File: config.mk
export PLATFORM = sky130hd
export DESIGN_NAME = plvl_cell
export DESIGN_NICKNAME = d
export VERILOG_FILES = /design/src/design/plvl_pkg.sv /design/src/design/plvl_cell.sv
export SDC_FILE = /design/constraint.sdc
export NUM_CORES = 1
export LEC_CHECK = 0
export BUFFER_PORTS_ARGS = -buffer_cell sky130_fd_sc_hd__buf_2
export CAP_MARGIN = 40
export CELL_PAD_IN_SITES_DETAIL_PLACEMENT = 1
export CELL_PAD_IN_SITES_GLOBAL_PLACEMENT = 1
export CORE_MARGIN = 5
export CORE_UTILIZATION = 29
export CTS_BUF_LIST = sky130_fd_sc_hd__clkbuf_8
export CTS_CLUSTER_DIAMETER = 150
export CTS_CLUSTER_SIZE = 24
export DETAILED_ROUTE_END_ITERATION = 16
export PLACE_DENSITY = 0.92
export SLEW_MARGIN = 15
export SYNTH_ARGS = -nofsm -noshare
export SYNTH_HDL_FRONTEND = slang
export SYNTH_SLANG_ARGS = --single-unit
File: constraint.sdc
create_clock -name clk -period 3.81 [get_ports clk]
set_input_delay 0.381 -clock clk [delete_from_list [all_inputs] [get_ports clk]]
set_output_delay 0.381 -clock clk [all_outputs]
set_load 0.005 [all_outputs]
File: src/design/plvl_pkg.sv
package plvl_pkg;

	localparam int BOOK_LEVELS = 64;
	localparam int SNAPSHOT_LEVELS = 64;
	localparam int BK_CW = $clog2(BOOK_LEVELS + 1);
	localparam int ST_CW = $clog2(SNAPSHOT_LEVELS + 1);
	localparam int PW = 31;

	localparam logic [1:0] ACT_UPDATE = 2'd0;
	localparam logic [1:0] ACT_SNAPSHOT = 2'd1;
	localparam logic [1:0] ACT_TRADE = 2'd2;
	localparam logic [1:0] ACT_QUERY = 2'd3;

	localparam logic [2:0] STS_OK = 3'd0;
	localparam logic [2:0] STS_BAD_PRICE = 3'd1;
	localparam logic [2:0] STS_NEG_QTY = 3'd2;
	localparam logic [2:0] STS_CROSSED = 3'd3;
	localparam logic [2:0] STS_IGNORED = 3'd4;

	localparam logic [1:0] POL_REJECT = 2'd0;
	localparam logic [1:0] POL_DROP = 2'd1;

	localparam logic CFG_MAX_DEPTH = 1'b0;
	localparam logic CFG_POLICY = 1'b1;

	localparam logic SIDE_BID = 1'b0;

	typedef enum logic [2:0] {
		CMD_HOLD,
		CMD_REMOVE,
		CMD_QTY,
		CMD_INSERT,
		CMD_POP,
		CMD_LOAD
	} cell_cmd_t;

	typedef struct packed {
		cell_cmd_t cmd;
		logic side;
	} cell_ctl_t;

	typedef enum logic [2:0] {
		S_IDLE,
		S_EXEC,
		S_COMMIT,
		S_DROP,
		S_TRIM,
		S_DONE
	} state_t;

	typedef struct packed {
		logic [1:0] action;
		logic side;
		logic signed [31:0] price;
		logic signed [31:0] quantity;
		logic [5:0] query_index;
		logic last;
	} in_item_t;

	typedef struct packed {
		logic [2:0] status;
		logic [30:0] best_bid_price;
		logic [30:0] best_bid_qty;
		logic [30:0] best_ask_price;
		logic [30:0] best_ask_qty;
		logic [6:0] bid_count;
		logic [6:0] ask_count;
		logic crossed;
		logic [31:0] snapshot_count;
		logic level_found;
		logic [30:0] level_price;
		logic [30:0] level_qty;
	} out_item_t;

endpackage

File: src/design/plvl_cell.sv
module plvl_cell (
	input logic clk,
	input plvl_pkg::cell_ctl_t ctl,
	input logic valid,
	input logic [plvl_pkg::PW-1:0] key_p,
	input logic [plvl_pkg::PW-1:0] key_q,
	input logic prev_better,
	input logic [plvl_pkg::PW-1:0] left_p,
	input logic [plvl_pkg::PW-1:0] left_q,
	input logic [plvl_pkg::PW-1:0] right_p,
	input logic [plvl_pkg::PW-1:0] right_q,
	input logic [plvl_pkg::PW-1:0] ext_p,
	input logic [plvl_pkg::PW-1:0] ext_q,
	output logic [plvl_pkg::PW-1:0] lvl_p,
	output logic [plvl_pkg::PW-1:0] lvl_q,
	output logic better,
	output logic match
);

	logic [plvl_pkg::PW-1:0] p_q;
	logic [plvl_pkg::PW-1:0] q_q;

	// better: this level sorts ahead of the key on this side
	always_comb begin
		better = valid && (ctl.side ? (p_q < key_p) : (p_q > key_p));
		match = valid && (p_q == key_p);
	end

	assign lvl_p = p_q;
	assign lvl_q = q_q;

	always_ff @(posedge clk) begin
		unique case (ctl.cmd)
			plvl_pkg::CMD_REMOVE: begin
				if (!better) begin
					p_q <= right_p;
					q_q <= right_q;
				end
			end
			plvl_pkg::CMD_QTY: begin
				if (match) begin
					q_q <= key_q;
				end
			end
			plvl_pkg::CMD_INSERT: begin
				if (!better) begin
					if (prev_better) begin
						p_q <= key_p;
						q_q <= key_q;
					end else begin
						p_q <= left_p;
						q_q <= left_q;
					end
				end
			end
			plvl_pkg::CMD_POP: begin
				p_q <= right_p;
				q_q <= right_q;
			end
			plvl_pkg::CMD_LOAD: begin
				p_q <= ext_p;
				q_q <= ext_q;
			end
			default: begin
			end
		endcase
	end

endmodule

After elaboration in Yosys (flattened, before gate mapping) --
Cells that the tools add are included.
Word-level totals: flip-flop bits (word level) 62, output and inout bits 64
Cells by class: multiplexer cells 10, reduce and logical (&&, ||, !) cells 6, equal/unequal tests 9, order comparisons 2
Operators by type and width (number):
- $mux 31 | 7
- $pmux 31 s5 | 1
- $pmux 31 s4 | 1
- $eq 31x31->1 | 1
- $gt 31x31->1 | 1
- $lt 31x31->1 | 1
- $eq 3x2->1 const B | 2
- $eq 3x3->1 const B | 2
- $ne 2x2->1 const B | 3
- $reduce_bool 5->1 | 1
- $reduce_and 4->1 | 1
- $reduce_bool 4->1 | 1
- $eq 3x1->1 const B | 1
- $reduce_and 3->1 | 1
- $logic_and 1x1->1 | 2
- $mux 1 | 1

Longest topological paths before layout --
Gate-level depths: netlist (run 1).
word-level depth 5, gate-level depth with buffers 8, depth with buffers taken out 8

Worst setup path after synthesis (run 1) --
No wires, ideal clock.
kind register to register, start point register p_q, in the netlist lvl_p[30], end point register p_q, in the netlist lvl_p[0], enable pin, data arrival time 2.853 ns, buffers on the path 0, library setup time 0.414 ns, cell stages (with the launch flop) 8, required time 3.396 ns, clock period less this slack 3.267 ns, path slack 0.543 ns, cells stage by stage edfxtp_1 -> ha_1 -> nand3_2 -> nor4_1 -> nand2_1 -> a31oi_2 -> nor4_1 -> nor3_2
On the way: cells in the longest elaborated chain, start to end 5
Ends and longest elaborated chain:
- from (decl) | RTL line plvl_cell.sv:20 | logic [plvl_pkg::PW-1:0] p_q;
- from (signal assigned) | RTL line plvl_cell.sv:36 | p_q <= right_p;
- from (signal assigned) | RTL line plvl_cell.sv:48 | p_q <= key_p;
- from (signal assigned) | RTL line plvl_cell.sv:51 | p_q <= left_p;
- $gt 31x31->1 or $lt 31x31->1 (tied branches) | RTL line plvl_cell.sv:25 | better = valid && (ctl.side ? (p_q < key_p) : (p_q > key_p));
- $mux 1 * | RTL line plvl_cell.sv:25
- $logic_and 1x1->1 * | RTL line plvl_cell.sv:25
- $ne 2x2->1 (no source line)
- $reduce_and 3->1 (no source line) *
Mark *: on every way between the ends. The rest lies on a longest branch, timed or not. A chain may end at the register's enable or synchronous reset.

Worst setup path in the final report (run 1) --
start point register p_q, in the netlist lvl_p[26], end point output port better
On the way: cells in the longest elaborated chain, start to end 3
Ends and longest elaborated chain:
- $gt 31x31->1 or $lt 31x31->1 (tied branches) | RTL line plvl_cell.sv:25
- $mux 1 * | RTL line plvl_cell.sv:25
- $logic_and 1x1->1 * | RTL line plvl_cell.sv:25
- to (decl) | RTL line plvl_cell.sv:16 | output logic better,
Marks and branches as above.

==> results of run 1 <==
[report_power, final]
part | total, mW | internal, mW | leakage, nW | switching, mW
registers | 0.864 | 0.840 | 0.598 | 0.0246
logic | 0.555 | 0.265 | 2.30 | 0.290
clock network | 0.481 | 0.226 | 0.0888 | 0.256
[how the worst min path moves through the flow]
stage          depth (start not counted)       from         to  slack, ps
4_1_cts                                2  ext_p[17]  lvl_p[17]        320
6_report                               2  ext_p[17]  lvl_p[17]        340
3_3_place_gp                           2  left_p[9]   lvl_p[9]        680
5_1_grt                                2  ext_p[17]  lvl_p[17]        330
2_1_floorplan                          1   ext_p[0]   lvl_p[0]        600
3_5_place_dp                           2   ext_p[9]   lvl_p[9]        690
[flip-flops by register name (all words and copies together), names as in the netlist]
register  flops
lvl_p        31
lvl_q        31
[worst reg2reg max path, delay by kind of cell, from the launching register on]
| family | cells | cell delay [ps] |
|---|---|---|
| buffers and inverters | 1 | 400 |
| AOI/OAI and AO/OA | 1 | 290 |
| and+or+nand+nor | 5 | 1090 |
| DFF | 1 | 390 |
| adders and majority gates | 1 | 350 |
[area by class of cell]
type,instances,area share (%)
clock buffer,9,2.00
clock inverter,7,0.547
inverter,36,2.19
multi-input combinational,296,34.7
sequential,62,30.1
tap,184,3.73
timing repair buffer,326,26.7
[metal layers]
layer | vias to the layer above | track usage, % | wire length (um)
met3 | 43 | 5.04 | 1360
li1 | 2283 | - | -
met5 | - | 0 | 13
met1 | 2358 | 21.4 | 6750
met2 | 214 | 35.6 | 9310
met4 | 2 | 7.71 | 600
[through the flow]
stage          area [um2]  std cells  setup WS (ps)  hold slack, ps  util [%]
2_1_floorplan        4310        424            543             595         -
3_3_place_gp         6020        904            920             684      41.4
3_5_place_dp         6020        904            820             686      41.4
4_1_cts              6180        920            843             322      42.5
5_1_grt              6180        920            685             328      42.5
6_report             6180        920            859             344      42.5
[kinds of logic after synthesis]
logic type                 share of synthesized area, %
AOI/OAI and AO/OA                                  28.4
adders and majority gates                          9.00
DFF                                                43.2
buffers and inverters                              7.49
and+or+nand+nor                                    12.0
[layout by cell type, fill, tap and decap left out, types with 2 or more instances in the layout]
cell and instances:
buf_2 318, edfxtp_1 62, a21oi_1 47, inv_1 37, nand2_1 37, nor2_1 37, a22o_1 31, a221o_1 31
ha_1 31, a221oi_1 28, clkbuf_8 9, buf_4 8, nand4_1 7, o21ai_0 5, nand3_1 5, nor4_1 4
a222oi_1 3, clkinv_2 3, and3_1 2, o21ai_1 2, nor3_1 2, o211a_1 2
==> flow_metrics.env, run 1 <==
export IMPL_status="completed"
export IMPL_cp_required_ps=3430
export IMPL_fillerInstances=1824
export IMPL_track_usage_pct=19.5
export IMPL_rows=44
export IMPL_worstSetupStartpointType="flop"
export IMPL_power_density_nw_per_um2=308
export IMPL_antenna_found_initial=1
export IMPL_clkSinkCount=62
export IMPL_overflow=0
export IMPL_yosys_top_cells_count="edfxtp_1, a21oi_1, nand2_1, nor2_1, inv_1"
export IMPL_clock_path_buffers=2
export IMPL_slew_viol_final=0
export IMPL_crit_cells=8
export IMPL_grt_first_pass_wirelength_mm=27.4
export IMPL_drive_gt1_share_pct=48.0
export IMPL_synth_top_area_share_pct=43.2
export IMPL_cp_num_buf_inv=1
export IMPL_ys_top_cells_by_area="edfxtp_1, ha_1, a221o_1, a22o_1, a221oi_1"
export IMPL_vias_per_cell=5.33
export IMPL_dp_hpwl_mm=14.9
export IMPL_cts_resized=0
export IMPL_gp_congestion=0.809
export IMPL_critPathMaxStageDelay_ps=460
export IMPL_core_um2=14500
export IMPL_relSlewSlack_pct=53.2
export IMPL_detail_route_antenna_nets=0
export IMPL_die_width_um=132
export IMPL_clock_latency_ps=330
export IMPL_rsz0062_at_grt="no"
export IMPL_ys_flop_type="edfxtp_1"
export IMPL_start_util_pct=29.7
export IMPL_hold_buffers=0
export IMPL_cts_tree="yes"
export IMPL_hold_viol_final=0
export IMPL_areaGrowthSynthToFinish_pct=43.3
export IMPL_r2r_start="lvl_p[26]"
export IMPL_min_period_over_period_pct=77.5
export IMPL_fin_crit_ps=2950
export IMPL_synth_most_common_cell="edfxtp_1"
export IMPL_die_area_um2=17400
export IMPL_synth_distinct_cells=43
export IMPL_drt_pass1_iterations=4
export IMPL_r2r_end="lvl_p[24]"
export IMPL_numCtsBuffers=9
export IMPL_ys_seq_area_share_pct=43.2
export IMPL_crit_path_end="better"
export IMPL_cp_max_fo=6
export IMPL_tns_ps=0
export IMPL_ff_latch_area_um2=1860
export IMPL_first_global_vias=5232
export IMPL_grt_start_max_net_pins=42
export IMPL_io_buffers=318
export IMPL_num_io_pins=319
export IMPL_hold_class="primary input to flop"
export IMPL_vdd_drop_max_uv=127
export IMPL_avgSynthCellArea_um2=10.2
export IMPL_vias=4900
export IMPL_yosysWarnings=0
export IMPL_startpoint="lvl_p[26]"
export IMPL_htree_levels=3
export IMPL_cp_slowest_cell="nor4_1"
export IMPL_crit_type="flop to output port"
export IMPL_crit_chain="ha_1, nand4_1, nor4_1, nand2_1, a31oi_2, o21ai_0, a21oi_1, buf_2"
export IMPL_fmax_mhz=339
export IMPL_diodes=0
export IMPL_syn_instance_count=424
export IMPL_cap_violations=0
export IMPL_clk_pin_slew_worst_paths_ps=70
export IMPL_setup_viol=0
export IMPL_endpoint_kind="output port"
export IMPL_power_mw=1.90
export IMPL_p_leak_nw=2.98
export IMPL_synth_seq_cells=62
export IMPL_async_flop_share_pct=0
export IMPL_multi_input_area_um2=2140
export IMPL_routed_wl_mm=18.0
export IMPL_finalClockSkew_ps=10.4
export IMPL_critPathArrivalTime_ps=2570
export IMPL_die_h_um=132
export IMPL_syn_cell_area_um2=4310
export IMPL_root_buffer="clkbuf_8"
export IMPL_yosysTopAreaCell="edfxtp_1"
export IMPL_post_cts_buffers=0
export IMPL_synth_edf_count=62
export IMPL_rrSetupSlack_ps=930
export IMPL_drt_iter0_drc=298
export IMPL_syn_num_nets=710
export IMPL_drc=0
export IMPL_crit_family="simple AND/OR/NAND/NOR gates"
export IMPL_wl_per_cell_um=19.6
export IMPL_tightest_slew_ps=700
export IMPL_final_nets=1017
export IMPL_r2r_cells=8
Power figures use the tool's default switching activity.
==> run 2: changes to the inputs <==
--- a/config.mk
+++ b/config.mk
@@ -5,6 +5,7 @@
 export SDC_FILE = /design/constraint.sdc
 export NUM_CORES = 1
 export LEC_CHECK = 0
+export ABC_AREA = 1
 export BUFFER_PORTS_ARGS = -buffer_cell sky130_fd_sc_hd__buf_2
 export CAP_MARGIN = 40
 export CELL_PAD_IN_SITES_DETAIL_PLACEMENT = 1
@@ -15,7 +16,7 @@
 export CTS_CLUSTER_DIAMETER = 150
 export CTS_CLUSTER_SIZE = 24
 export DETAILED_ROUTE_END_ITERATION = 16
-export PLACE_DENSITY = 0.92
+export PLACE_DENSITY = 0.93
 export SLEW_MARGIN = 15
 export SYNTH_ARGS = -nofsm -noshare
 export SYNTH_HDL_FRONTEND = slang
==> constraint.sdc (replaced) <==
create_clock -name clk -period 2.9 [get_ports clk]
set_input_delay 0.29 -clock clk [delete_from_list [all_inputs] [get_ports clk]]
set_output_delay 0.29 -clock clk [all_outputs]
set_load 0.005 [all_outputs]
==> flow_metrics.env, run 2 <==
export IMPL_min_period_over_period_pct=89.1
export IMPL_hold_buffers=0
export IMPL_crit_chain="ha_1, nand2_1, nor2_1, nand3_1, nor2_1, nand2_1, nand2_1, nand2_1, nand2_1, nand2_1, nand2_1, nand2_1, inv_1, buf_2"
export IMPL_overflow=0
export IMPL_final_common_cell="buf_2"
export IMPL_cp_max_fo=2
export IMPL_avgSynthCellArea_um2=8.49
export IMPL_drt_iter0_drc=136
export IMPL_gp_congestion=0.799
export IMPL_rsz0062_at_grt="no"
export IMPL_num_io_pins=319
export IMPL_fin_hold_ws_ps=232
export IMPL_numCtsBuffers=9
export IMPL_slew_viol_final=0
export IMPL_crit_type="flop to output port"
export IMPL_io_buffers=318
export IMPL_fin_crit_ps=2590
export IMPL_tns_ps=0
export IMPL_grt_first_pass_wirelength_mm=28.4
export IMPL_synth_edf_count=62
export IMPL_drc=0
export IMPL_antenna_found_initial=2
export IMPL_synth_most_common_cell="nand2_1"
export IMPL_critPathArrivalTime_ps=2300
export IMPL_yosysWarnings=0
export IMPL_syn_num_nets=815
export IMPL_die_area_um2=18100
export IMPL_ys_top_cells_by_area="edfxtp_1, nand2_1, ha_1, a22oi_1, a221oi_1"
export IMPL_final_nets=1116
export IMPL_clk_pin_slew_worst_paths_ps=70
export IMPL_crit_family="simple AND/OR/NAND/NOR gates"
export IMPL_clkSinkCount=62
export IMPL_die_width_um=134
export IMPL_cts_resized=0
export IMPL_syn_cell_area_um2=4490
export IMPL_fmax_mhz=387
export IMPL_hold_viol_final=0
export IMPL_cap_violations=0
export IMPL_endpoint_kind="output port"
export IMPL_rrSetupSlack_ps=470
export IMPL_grt_start_max_net_pins=92
export IMPL_post_cts_buffers=0
export IMPL_dp_hpwl_mm=15.3
export IMPL_syn_instance_count=529
export IMPL_finalClockSkew_ps=8.53
export IMPL_clock_latency_ps=340
export IMPL_wl_per_cell_um=18.5
export IMPL_drive_gt1_share_pct=42.0
export IMPL_vdd_drop_max_uv=176
export IMPL_relSlewSlack_pct=61.6
export IMPL_yosys_top_cells_count="nand2_1, edfxtp_1, inv_1"
export IMPL_track_usage_pct=20.0
export IMPL_crit_top_cell="nand2_1"
export IMPL_areaGrowthSynthToFinish_pct=42.7
export IMPL_drt_pass1_iterations=4
export IMPL_cp_num_buf_inv=2
export IMPL_async_flop_share_pct=0
export IMPL_p_leak_nw=3.22
export IMPL_cts_tree="yes"
export IMPL_detail_route_antenna_nets=0
export IMPL_setup_ws_ps=315
export IMPL_power_density_nw_per_um2=387
export IMPL_synth_top_area_share_pct=41.4
export IMPL_cp_required_ps=2610
export IMPL_core_um2=15200
export IMPL_clock_path_buffers=2
export IMPL_critPathMaxStageDelay_ps=390
export IMPL_ys_seq_area_share_pct=41.4
export IMPL_vias=5232
export IMPL_vias_per_cell=5.12
export IMPL_tightest_slew_ps=576
export IMPL_rows=45
export IMPL_cp_slowest_cell="edfxtp_1"
export IMPL_htree_levels=3
export IMPL_setup_viol=0
export IMPL_status="completed"
export IMPL_root_buffer="clkbuf_8"
export IMPL_final_cell_mix="buf_2, nand2_1, edfxtp_1, inv_1, nand3_1"
export IMPL_ys_flop_type="edfxtp_1"
export IMPL_synth_distinct_cells=24
export IMPL_start_util_pct=29.6
export IMPL_routed_wl_mm=18.9
export IMPL_first_global_vias=5550
export IMPL_synth_seq_cells=62
export IMPL_worstSetupStartpointType="flop"
export IMPL_pre_cts_slack_ps=379
export IMPL_diodes=0
export IMPL_yosysTopAreaCell="edfxtp_1"
export IMPL_hold_class="primary input to flop"
export IMPL_die_h_um=134
## run 2: cell count changes in the layout (fill, tap and decap cells not counted), sizes merged, moves of 5 or more
cell / delta
inv: +20
a221o: -31
a22oi: +37
a22o: -31
nand3: +35
o21ai: +20
a21oi: -8
nand4: -5
nand2: +81
nor2: -22
nor4: +23
## run 2: cells by family (layout without fill, tap and decap cells)
family                   after synthesis  after routing  synth area share [%]
buffers and inverters                 93            397                  8.77
flip-flops                            62             62                  41.4
AND/OR/NAND/NOR                      209            209                  21.7
AO/OA/AOI/OAI                        134            134                  19.4
adder cells (fa/ha/maj)               31             31                  8.63
## run 2: worst paths after layout
check / startpoint / to / depth (start not counted)
worst max register to register: lvl_p[14] / lvl_p[10] / 14
worst max-delay path: lvl_p[14] / better / 14
worst min-delay path: ext_p[17] / lvl_p[17] / 3
worst min register to register: lvl_p[15] / lvl_q[5] / 9
## run 2: per-layer routing
metal,vias up,part of all wire [%],track usage (%)
met5,-,0.11,0
met4,4,1.7,5.83
met3,29,9.2,6.78
met2,223,52,37.6
met1,2443,37,21.2
li1,2533,-,-
## run 2: worst register-to-register path: cells and delay by family (launching register included)
family                     cells  cell delay (ps)
AOI/OAI and AO/OA              1              100
and+or+nand+nor               11             1100
adders and majority gates      1              310
DFF                            1              390
buffers and inverters          1              210
## run 2: cell type report
class                           count  area (um2)
Clock buffer                        9         124
Clock inverter                      5        21.3
Fill cell                        1934        8790
Inverter                           56         213
Multi-Input combinational cell    374        2260
Sequential cell                    62        1860
Tap cell                          188         235
Timing Repair Buffer              327        1700
## run 2: power breakdown
group / switching (mW) / total, mW / internal (mW)
clock network: 0.335 / 0.624 / 0.288
logic: 0.394 / 0.726 / 0.332
registers: 0.0318 / 1.13 / 1.10
total: 0.762 / 2.48 / 1.72
## run 2: through the flow
stage	instances	instance area [um2]	total power [mW]	util (%)
2_1_floorplan	529	4490	1.49	-
3_3_place_gp	1007	6270	1.86	41.2
3_5_place_dp	1007	6270	1.89	41.2
4_1_cts	1021	6410	2.52	42.2
5_1_grt	1021	6410	2.64	42.2
6_report	1021	6410	2.48	42.2
